$ cat src/rtl/core/ilffa_ram.sv
// Generic single-port RAM with registered read data.
`default_nettype none
module ilffa_ram #(
   parameter int Width = 8,
   parameter int Depth = 256
) (
   input  wire logic                     clock,
   input  wire logic                     wr_en,
   input  wire logic [$clog2(Depth)-1:0] addr,
   input  wire logic [Width-1:0]         wr_data,
   output logic      [Width-1:0]         rd_data
);
   logic [Width-1:0] mem [Depth];

   // The write, when enabled, and the read share one address; a read in a write's cycle returns the old word.
   always_ff @(posedge clock) begin
      if (wr_en) begin
         mem[addr] <= wr_data;
      end
      rd_data <= mem[addr];
   end
endmodule
`default_nettype wire
$ cat config.mk
export PLATFORM = sky130hd
export DESIGN_NAME = ilffa_ram
export DESIGN_NICKNAME = d
export VERILOG_FILES = /design/src/rtl/core/ilffa_ram.sv
export SDC_FILE = /design/constraint.sdc
export NUM_CORES = 2
export LEC_CHECK = 0
export BUFFER_PORTS_ARGS = -buffer_cell sky130_fd_sc_hd__buf_2
export CAP_MARGIN = 20
export CORE_MARGIN = 1
export CORE_UTILIZATION = 63
export DETAILED_ROUTE_END_ITERATION = 12
export GPL_ROUTABILITY_DRIVEN = 1
export HOLD_SLACK_MARGIN = 0.03
export PLACE_DENSITY = 0.79
export SYNTH_ARGS = -nofsm -noshare
export SYNTH_HDL_FRONTEND = slang
export SYNTH_SLANG_ARGS = --single-unit
export TNS_END_PERCENT = 30
$ cat constraint.sdc
create_clock -name clock -period 2.97 [get_ports clock]
set_clock_uncertainty 0.1 [all_clocks]
set_input_delay 0.297 -clock clock [delete_from_list [all_inputs] [get_ports clock]]
set_output_delay 0.297 -clock clock [all_outputs]
set_load 0.03 [all_outputs]
==> key figures <==
Place
  – Placed Instance Area: 84400 sq um
  – Detail Placement HPWL: 115000 um
  – Placed insts: 5490
  – Port buffer count: 25
  – RePlAce Congestion: 0.849

Global route
  – Initial antenna violation count: 6
  – Largest net degree at the start of global routing: 107
  – Total GRT Usage: 0.317
  – Vias in the first global route: 41700
  – First-pass GRT wire length: 284000 um
  – Remaining Overflow, GRT: 0

Timing
  – Max_slew headroom: 0.114
  – Setup_tns: -0.0870 ns
  – Fin crit period: 3.06 ns
  – Max-slew violations: 0
  – Hold slack: 0.0924 ns
  – F_max: 0.327 GHz
  – Fin crit share: 1.03
  – Final hold vios: 0
  – Final worst slack: -0.0870 ns
  – Final setup viols: 1
  – Unrepaired setup endpoints after global routing: false
  – Slew @ Worst Pin: 1.31 ns

Clock network
  – Cts bufs inserted: 194
  – TritonCTS clock tree: built
  – Sink Count: 2056
  – Clk Latency, worst-skew pair: 0.84 ns
  – CTS clock-pin slew for the worst setup and hold paths: 0.06 ns
  – CTS Buffer Depth: 3
  – Htree depth: 4
  – Clk root buf: clkbuf_16
  – Post-CTS setup buffers: 0

Power
  – PwrDens: 655 nW/um^2
  – Peak VDD IR: 0.000651 V
  – LEAKAGE: 28.8 nW

Setup path
  – Stages on worst setup path: 8
  – Worst Setup End Kind: flip-flop
  – Worst reg2reg path endpoint: rd_data[5]
  – Slowest stage delay, CP: 1.17 ns
  – WS Path Type: in -> reg
  – CP Cell Sequence: buf_8, buf_12, buf_4, mux4_2, a22oi_1, a21oi_1, o41ai_1, nand4_1
  – R2R depth: 5
  – Startpoint types: input pin
  – Max FO, Critical Path: 40
  – Critical path buffer and inverter count: 3
  – Critical-path top delay cell: o41ai_1
  – Reg2Reg Setup Slack: -0.02 ns
  – CP Data Required Time: 3.52 ns
  – Beginning of the critical path: addr[1]
  – Worst r2r src: mem[54][5]
  – CP endpoint: rd_data[5]
  – CP top delay family: compound AO/OA/AOI/OAI gates
  – Arrival @ worst endpoint: 3.61 ns

Min path
  – HP Class: in -> reg

Job
  – Max cap viols: 0

Synth
  – Register area share after synthesis: 0.786
  – Post-Syn Area: 78500 sq um
  – Syn nets: 3565
  – Synth unique cells: 22
  – Yosys warns: 0
  – Synth Area per Inst: 22.1 sq um
  – Gate Count Post-Synth: 3547
  – FF+latch count, synth: 2056

Drt
  – Vias post-DR: 40800
  – Iteration-0 DRC Markers: 6415
  – Remaining DRCs: 0
  – Final WL: 196000 um
  – Detailed-route wire length per cell: 33.5 um
  – DRT Pass-1 Iters: 6
  – DRT antenna net count: 0
  – Vias/cell: 6.97

Layout
  – Multi-input gate area in the final layout: 15800 sq um
  – Non-filler cells, final: 5856
  – Share of post-route cells with drive strength above 1: 0.317
  – Reg area: 61700 sq um
  – # nets final: 4075
  – Post-Layout Inst Area: 90700 sq um
  – Layout area overhead: 15.6%
  – Fillers: 6492

Floorplan
  – Core area: 124000 sq um
  – Chip width: 355 um
  – Die height: 355 um
  – Boundary pin count: 26
  – Initial Util: 0.635
  – Die area: 126000 sq um
  – Std cell rows: 129

Outcome
  – Failing checks: negative setup slack
  – Outcome: finished, violations left
stage by stage:
step                power, W  setup WS, ns  utilization
finish                0.0594       -0.0870        0.734
global route          0.0608        0.0575        0.734
global placement      0.0355        -0.570        0.683
CTS                   0.0596        0.0474        0.734
floorplan             0.0341         0.354            -
detailed placement    0.0355        -0.745        0.683
registers in the layout, summed over array words and instances (netlist names):
signal / cells
rd_data: 8
mem: 2048
layout by cell type, fill, tap and decap left out, drive strengths merged:
master       Yosys  layout
edfxtp        2048    2048
buf             87     530
mux4           512     512
a22oi          256     256
clkbuf         145     243
nor2           232     232
a21oi          128     128
clkinv           0      87
o41ai           32      32
nor3            30      30
nand2           28      28
bufinv           0      17
inv              1      14
nand3           13      13
nand4            8       8
dlygate4sd3      0       8
dfxtp            8       8
nor2b            7       7
nand2b           6       6
clkinvlp         0       4
and2             3       3
diode            0       2
or2              2       2
or3              1       1
kinds of logic (layout without fill, tap and decap cells):
| family | after synthesis | count (layout) | synth area share |
|---|---|---|---|
| DFF | 2056 | 2056 | 0.786 |
| muxes | 512 | 512 | 0.147 |
| AOI/OAI and AO/OA | 416 | 416 | 0.0362 |
| buffers and inverters | 233 | 903 | 0.0140 |
| other | 0 | 2 | 0 |
| and+or+nand+nor | 330 | 330 | 0.0173 |
synth_stat cells:
master    number  area, sq um
a21oi_1      128          641
a22oi_1      256         1920
and2_1         3         18.8
buf_1         19         71.3
buf_2         36          180
buf_4         16          120
buf_6         16          180
clkbuf_1     145          544
dfxtp_1        8          160
edfxtp_1    2048        61500
inv_1          1         3.75
mux4_2       512        11500
nand2_1       28          105
nand2b_1       6         37.5
nand3_1       13         65.1
nand4_1        8         50.1
nor2_1       232          871
nor2b_1        7         43.8
nor3_1        30          150
o41ai_1       32          280
or2_2          2         12.5
or3_1          1         6.26
power by group:
group | switching (W) | total [W] | leakage (nW) | internal [W]
sequential | 0.0000556 | 0.0320 | 18.5 | 0.0320
combinational | 0.00186 | 0.00298 | 7.25 | 0.00112
clock | 0.0107 | 0.0244 | 3.07 | 0.0137
total | 0.0126 | 0.0594 | 28.8 | 0.0468
how the worst min path moves through the flow:
stage / start / end / slack [ns] / cells after the start
floorplan: wr_data[0] / mem[0][0] / 0.30 / 0
global placement: rd_data[0] / rd_data[0] / 0.73 / 1
detailed placement: rd_data[3] / rd_data[3] / 0.72 / 1
CTS: addr[6] / rd_data[4] / 0.03 / 5
global route: wr_data[7] / mem[75][7] / 0.1 / 1
finish: wr_data[7] / mem[75][7] / 0.09 / 1
timing repair:
item	CTS	global route
hold buffers	8	0
resized for setup	0	1
endpoints found under the hold margin	323	0
endpoints found under the setup margin	0	1
metal layers:
layer,up-vias,global-route usage,share of wire
met2,3171,0.499,0.48
met5,-,0,0.00037
met4,12,0.143,0.049
met1,21000,0.429,0.34
met3,562,0.0768,0.13
li1,16100,-,-
layout make-up:
| cell class | count | area share |
|---|---|---|
| Sequential cell | 2056 | 0.680 |
| Multi-Input combinational cell | 1258 | 0.174 |
| Clock buffer | 235 | 0.0560 |
| Timing Repair Buffer | 546 | 0.0551 |
| Tap cell | 1637 | 0.0226 |
| Clock inverter | 121 | 0.0129 |
| Antenna cell | 2 | 0.0000552 |
| Inverter | 1 | 0.0000414 |
Power figures use the tool's default switching activity.
